==> config.mk <==
export PLATFORM = sky130hd
export DESIGN_NAME = line_rasterizer_unit
export DESIGN_NICKNAME = d
export VERILOG_FILES = /design/src/rtl/lrast_pkg.sv /design/src/rtl/lrast_ctrl.sv /design/src/rtl/lrast_dp.sv /design/src/rtl/line_rasterizer_unit.sv
export SDC_FILE = /design/constraint.sdc
export NUM_CORES = 1
export LEC_CHECK = 0
export BUFFER_PORTS_ARGS = -buffer_cell sky130_fd_sc_hd__buf_2
export CAP_MARGIN = 20
export CORE_MARGIN = 2
export CORE_UTILIZATION = 47
export DETAILED_ROUTE_END_ITERATION = 6
export PLACE_DENSITY = 0.68
export SETUP_SLACK_MARGIN = 0.1
export SYNTH_ARGS = -nofsm -noshare
export SYNTH_HDL_FRONTEND = slang
export SYNTH_SLANG_ARGS = --single-unit
==> constraint.sdc <==
create_clock -name aclk -period 6.9 [get_ports aclk]
set_input_delay 2.07 -clock aclk [delete_from_list [all_inputs] [get_ports aclk]]
set_output_delay 2.07 -clock aclk [all_outputs]
set_load 0.005 [all_outputs]
==> src/rtl/lrast_pkg.sv <==
`default_nettype none

package lrast_pkg;

    localparam int COORD_BITS_DEF = 6;
    localparam int COLOR_BITS_DEF = 16;

    typedef enum logic [1:0] {
        ST_IDLE,
        ST_SETUP,
        ST_RUN
    } state_t;

    typedef struct packed {
        logic load;
        logic setup;
        logic step;
    } cmd_t;

    typedef struct packed {
        logic last;
    } sts_t;

endpackage

`default_nettype wire

==> src/rtl/lrast_ctrl.sv <==
`default_nettype none

module lrast_ctrl (
    input  wire              aclk,
    input  wire              aresetn,
    input  wire              s_valid,
    output logic             s_ready,
    output logic             m_valid,
    input  wire              m_ready,
    input  lrast_pkg::sts_t  sts,
    output lrast_pkg::cmd_t  cmd
);
    import lrast_pkg::*;

    state_t state_reg;
    state_t state_next;

    always_ff @(posedge aclk) begin
        if (!aresetn) begin
            state_reg <= ST_IDLE;
        end else begin
            state_reg <= state_next;
        end
    end

    always_comb begin
        state_next = state_reg;
        s_ready    = 1'b0;
        m_valid    = 1'b0;
        cmd        = '0;
        case (state_reg)
            ST_IDLE: begin
                s_ready  = 1'b1;
                cmd.load = s_valid;
                if (s_valid) begin
                    state_next = ST_SETUP;
                end
            end
            ST_SETUP: begin
                cmd.setup  = 1'b1;
                state_next = ST_RUN;
            end
            ST_RUN: begin
                m_valid  = 1'b1;
                cmd.step = m_ready && !sts.last;
                if (m_ready && sts.last) begin
                    state_next = ST_IDLE;
                end
            end
            default: begin
                state_next = ST_IDLE;
            end
        endcase
    end

endmodule

`default_nettype wire

==> src/rtl/lrast_dp.sv <==
`default_nettype none

module lrast_dp #(
    parameter int COORD_BITS = lrast_pkg::COORD_BITS_DEF,
    parameter int COLOR_BITS = lrast_pkg::COLOR_BITS_DEF
) (
    input  wire                   aclk,
    input  lrast_pkg::cmd_t       cmd,
    output lrast_pkg::sts_t       sts,
    input  wire [COORD_BITS-1:0]  x_start,
    input  wire [COORD_BITS-1:0]  y_start,
    input  wire [COORD_BITS-1:0]  x_end,
    input  wire [COORD_BITS-1:0]  y_end,
    input  wire [COLOR_BITS-1:0]  color,
    output logic [COORD_BITS-1:0] pixel_x,
    output logic [COORD_BITS-1:0] pixel_y,
    output logic [COLOR_BITS-1:0] pixel_color,
    output logic                  last_pixel
);
    import lrast_pkg::*;

    localparam int DW = COORD_BITS + 3;

    logic [COORD_BITS-1:0] x_reg, y_reg, xe_reg, ye_reg, rem_reg;
    logic [COORD_BITS-1:0] x_next, y_next, rem_next;
    logic [COLOR_BITS-1:0] color_reg;
    logic                  x_dec_reg, y_dec_reg, x_major_reg;
    logic                  x_dec_next, y_dec_next, x_major_next;
    logic signed [DW-1:0]  di_reg, inc_a_reg, inc_b_reg;
    logic signed [DW-1:0]  di_next, inc_a_next, inc_b_next;

    logic [COORD_BITS-1:0] adx, ady, major_len, minor_len;
    logic                  x_dec, y_dec, x_major;
    logic                  step_x, step_y;

    // setup: distances, directions, major axis and increment terms
    always_comb begin
        x_dec      = xe_reg < x_reg;
        y_dec      = ye_reg < y_reg;
        adx        = x_dec ? x_reg - xe_reg : xe_reg - x_reg;
        ady        = y_dec ? y_reg - ye_reg : ye_reg - y_reg;
        x_major    = adx >= ady;
        major_len  = x_major ? adx : ady;
        minor_len  = x_major ? ady : adx;
        inc_a_next = signed'({2'b00, minor_len, 1'b0});
        inc_b_next = signed'({2'b00, minor_len, 1'b0}) - signed'({2'b00, major_len, 1'b0});
    end

    // load start point, latch setup terms, step: major axis always, minor axis when decision term is not negative
    always_comb begin
        x_next       = x_reg;
        y_next       = y_reg;
        rem_next     = rem_reg;
        di_next      = di_reg;
        x_dec_next   = x_dec_reg;
        y_dec_next   = y_dec_reg;
        x_major_next = x_major_reg;
        step_x       = 1'b0;
        step_y       = 1'b0;
        if (cmd.load) begin
            x_next = x_start;
            y_next = y_start;
        end else if (cmd.setup) begin
            x_dec_next   = x_dec;
            y_dec_next   = y_dec;
            x_major_next = x_major;
            rem_next     = major_len;
            di_next      = inc_a_next - signed'({3'b000, major_len});
        end else if (cmd.step) begin
            rem_next = rem_reg - 1'b1;
            if (di_reg[DW-1]) begin
                di_next = di_reg + inc_a_reg;
            end else begin
                di_next = di_reg + inc_b_reg;
            end
            step_x = x_major_reg || !di_reg[DW-1];
            step_y = !x_major_reg || !di_reg[DW-1];
            if (step_x) begin
                x_next = x_dec_reg ? x_reg - 1'b1 : x_reg + 1'b1;
            end
            if (step_y) begin
                y_next = y_dec_reg ? y_reg - 1'b1 : y_reg + 1'b1;
            end
        end
    end

    always_ff @(posedge aclk) begin
        x_reg       <= x_next;
        y_reg       <= y_next;
        rem_reg     <= rem_next;
        di_reg      <= di_next;
        x_dec_reg   <= x_dec_next;
        y_dec_reg   <= y_dec_next;
        x_major_reg <= x_major_next;
        if (cmd.load) begin
            xe_reg    <= x_end;
            ye_reg    <= y_end;
            color_reg <= color;
        end
        if (cmd.setup) begin
            inc_a_reg <= inc_a_next;
            inc_b_reg <= inc_b_next;
        end
    end

    assign sts.last    = rem_reg == '0;
    assign pixel_x     = x_reg;
    assign pixel_y     = y_reg;
    assign pixel_color = color_reg;
    assign last_pixel  = sts.last;

endmodule

`default_nettype wire

==> src/rtl/line_rasterizer_unit.sv <==
// line_rasterizer_unit: Bresenham line generator.
// Input channel (s_*): one word per line command, start point, end point
// and color. s_ready is high only while no line is being drawn.
// Output channel (m_*): one word per pixel, from start to end point,
// both included; m_last_pixel marks the end point.
// After the command is taken, a setup state computes the step terms, then the
// first pixel is shown. Pixels then follow at one per cycle while m_ready is high.
// A command drawing N pixels (N = larger axis distance + 1, at most
// 2^COORD_BITS) is stepped by the single step unit, which advances the
// decision term once per pixel.
// Stall: when m_ready is low the current pixel is held unchanged and the
// stepping stops until it is taken.
// Reset (aresetn low, synchronous): the controller returns to idle, any line
// in progress is dropped and s_ready rises again.
`default_nettype none

module line_rasterizer_unit #(
    parameter int COORD_BITS = lrast_pkg::COORD_BITS_DEF,
    parameter int COLOR_BITS = lrast_pkg::COLOR_BITS_DEF
) (
    input  wire                   aclk,
    input  wire                   aresetn,
    input  wire                   s_valid,
    output logic                  s_ready,
    input  wire [COORD_BITS-1:0]  s_x_start,
    input  wire [COORD_BITS-1:0]  s_y_start,
    input  wire [COORD_BITS-1:0]  s_x_end,
    input  wire [COORD_BITS-1:0]  s_y_end,
    input  wire [COLOR_BITS-1:0]  s_color,
    output logic                  m_valid,
    input  wire                   m_ready,
    output logic [COORD_BITS-1:0] m_pixel_x,
    output logic [COORD_BITS-1:0] m_pixel_y,
    output logic [COLOR_BITS-1:0] m_pixel_color,
    output logic                  m_last_pixel
);
    import lrast_pkg::*;

    cmd_t cmd;
    sts_t sts;

    lrast_ctrl u_ctrl (
        .aclk    (aclk),
        .aresetn (aresetn),
        .s_valid (s_valid),
        .s_ready (s_ready),
        .m_valid (m_valid),
        .m_ready (m_ready),
        .sts     (sts),
        .cmd     (cmd)
    );

    lrast_dp #(
        .COORD_BITS (COORD_BITS),
        .COLOR_BITS (COLOR_BITS)
    ) u_dp (
        .aclk        (aclk),
        .cmd         (cmd),
        .sts         (sts),
        .x_start     (s_x_start),
        .y_start     (s_y_start),
        .x_end       (s_x_end),
        .y_end       (s_y_end),
        .color       (s_color),
        .pixel_x     (m_pixel_x),
        .pixel_y     (m_pixel_y),
        .pixel_color (m_pixel_color),
        .last_pixel  (m_last_pixel)
    );

    a_no_overlap: assert property (@(posedge aclk) disable iff (!aresetn)
        !(s_ready && m_valid))
        else $error("command taken while pixels pending");

    a_setup_gap: assert property (@(posedge aclk) disable iff (!aresetn)
        (s_valid && s_ready) |=> (!m_valid && !s_ready))
        else $error("no setup cycle after command");

    a_last_to_idle: assert property (@(posedge aclk) disable iff (!aresetn)
        (m_valid && m_ready && m_last_pixel) |=> s_ready)
        else $error("not idle after last pixel");

    a_step_order: assert property (@(posedge aclk) disable iff (!aresetn)
        (m_valid && m_ready && !m_last_pixel) |=> m_valid)
        else $error("line ended before last pixel");

endmodule

`default_nettype wire
==> key figures <==
Finish
  • Area grow syn2layout: 14.6%
  • Most frequent cells in the layout: buf_2, edfxtp_1, inv_1
  • Commonest non-fill, non-tap cell in the layout: buf_2
  • Post-layout util: 0.554
  • Final Instance Area: 5710 sq um
  • Max FFs per register: 16
  • Share of post-route cells with drive strength above 1: 0.212
  • Inserted Diodes: 0
  • NumNets Final: 650
  • Fill cell count: 893
  • Post-Layout Cell Count: 689

Clock network
  • CTS tree: done
  • CTS Sinks: 72
  • CTS Hold Bufs: 0
  • Inserted Clock Buffers: 9
  • Post-cts sizing count: 0
  • Clk slew on worst S/H paths: 0.08 ns
  • H-tree level count: 3
  • Post-CTS Repair Setup Buffers: 0
  • Root Driver: clkbuf_8
  • Worst skew pair latency: 0.35 ns
  • Clock buffer depth: 2

Setup path
  • Crit Path Class: register to register
  • Worst EP required: 7.13 ns
  • CP Max Fanout: 13
  • CP endpoint kind: register
  • CP Data Arrival Time: 5.97 ns
  • CP startpoint kind: register

Synthesis
  • Unique masters post-synth: 55
  • Dominant cell type by area after synthesis: edfxtp_1
  • Netlist Area Pre-Place: 4990 sq um
  • Flops & latches, synth: 72
  • Syn Nets: 571
  • Largest cells by area after synthesis: edfxtp_1, ha_1, a21oi_1
  • Ys async rst share: 0
  • Synth Instances: 470
  • Top-area cell type share of the netlist area: 0.422
  • Avg Cell Area, Syn: 10.6 sq um
  • Synth Flop Type: edfxtp_1
  • Post-synth EDFFs: 70
  • YS warnings: 0
  • Post-synthesis sequential area ratio: 0.430

STA
  • Worst-Margin Slew: 0.935 ns
  • Final worst-path cycle share: 0.832
  • Final hold viol count: 0
  • Final Skew: 0.00925 ns
  • Fmax: 0.174 GHz
  • Final slew viol count: 0
  • Setup TNS: 0 ns
  • RSZ-0062 raised after global routing: no
  • Slew HR: 0.376
  • Post-route minimum period: 5.74 ns
  • Final setup violation count: 0

GRT
  • First-pass GRT wire length: 17.1 mm
  • All-Layer GR Usage: 0.191
  • Pin count of the biggest net entering global routing: 27
  • Number of global-route vias before repair: 3729
  • Initial antenna violation count: 0
  • Total congestion overflow: 0

Place
  • I/O Buffers: 74
  • Post-detail-place hpwl: 7.95 mm
  • Placed inst area: 5490 sq um
  • Inst Count DP: 672
  • RePlAce Congestion: 0.880

Detailed routing
  • Via density: 5.25
  • DRT antenna net count: 0
  • Remaining DRCs: 0
  • Total Routed Length: 10.2 mm
  • Pre-antenna DRT Iters: 4
  • DR vias: 3620
  • DR WL/cell: 14.9 microns
  • Iter 0 DRT Violations: 164

Outcome
  • Status: finished clean

Pwr
  • Tot Pwr: 2.88 mW
  • LEAKAGE: 2.55 nW
  • Worst VDD drop: 0.000286 V
  • Power density over the cells: 504 nW/um^2

Die
  • Site Rows: 37
  • Die Height: 107 microns
  • Die ar.: 11400 sq um
  • Starting Density: 0.483
  • # IOs: 75
  • Die width: 107 microns
  • Core area: 10300 sq um

Min path
  • Tightest Hold Check Type: register to register

Job
  • Maximum Capacitance Violations: 0
worst max-delay path: stages, from the launching register on:
cell and delay, ns:
edfxtp_1 0.46, ha_1 0.26, fa_1 0.42, nor2b_4 0.16, o2111ai_1 0.15, nand2_1 0.23, mux2i_1 0.22, o21ai_1 0.07
a21oi_1 0.19, xnor2_1 0.18, inv_1 0.07, ha_1 0.34, a21oi_1 0.21, o21a_2 0.36, inv_1 0.23, o21ai_0 0.29
ha_1 0.32, a21oi_1 0.15, o21ai_1 0.11, maj3_2 0.33, maj3_2 0.35, a2111oi_4 0.38, a21o_1 0.12
synthesized netlist by cell type, types with 3 or more instances:
cell	instances
ha_1	49
o22ai_1	4
a31oi_1	3
nand2b_1	7
and2_1	6
clkbuf_1	5
mux2i_1	8
nand3_1	7
a21oi_1	43
a21o_1	16
edfxtp_1	70
o21ai_0	21
nor2b_1	8
o21ai_1	5
inv_1	55
or3_1	4
nor3_1	3
fa_1	8
xor2_1	14
xnor2_1	21
mux2_2	9
nor2_1	29
maj3_2	4
o21bai_1	5
nand2_1	28
where the power goes:
part	leakage (nW)	internal (mW)	total, mW	switching, mW
registers	0.676	0.653	0.701	0.0481
clock network	0.103	0.200	0.361	0.161
logic	1.77	0.816	1.82	1.00
per-stage QoR:
step	setup slack (ns)	hold slack, ns
5_1_grt	0.778	0.615
2_1_floorplan	1.64	0.569
6_report	1.16	0.603
4_1_cts	1.22	0.605
3_3_place_gp	1.42	0.591
3_5_place_dp	1.25	0.595
worst paths after layout:
check	from	endpoint	slack [ns]	depth (start not counted)
worst max register to register	u_dp.pixel_y[0]	u_dp.di_reg[8]	1.16	22
worst min-delay path	u_dp.rem_reg[0]	u_dp.rem_reg[0]	0.60	1
worst min register to register	u_dp.rem_reg[0]	u_dp.rem_reg[0]	0.60	1
worst max-delay path	u_dp.pixel_y[0]	u_dp.di_reg[8]	1.16	22
cells by family after synthesis:
group,after synthesis,share of synthesized area
compound gates,114,0.143
buf+inv,65,0.0517
simple gates,104,0.106
xor+xnor,35,0.0615
mux,19,0.0439
fa+ha+maj,61,0.164
flops,72,0.430
cell type report:
type                            instances  area [sq um]  area share
Sequential cell                        72          2140       0.375
Clock buffer                            9           124      0.0217
Timing Repair Buffer                   78           400      0.0701
Inverter                               55           206      0.0361
Tap cell                              136           170      0.0298
Clock inverter                          6          85.1      0.0149
Multi-Input combinational cell        333          2590       0.453
metal layers:
metal / vias up / track usage / wire length [microns]
met4: 0 / 0.0696 / 163
met1: 1698 / 0.244 / 4670
met2: 100 / 0.325 / 4880
met3: 12 / 0.0353 / 528
li1: 1810 / - / -
met5: - / 0 / 0
No activity file was read; power rests on OpenSTA's default activity.
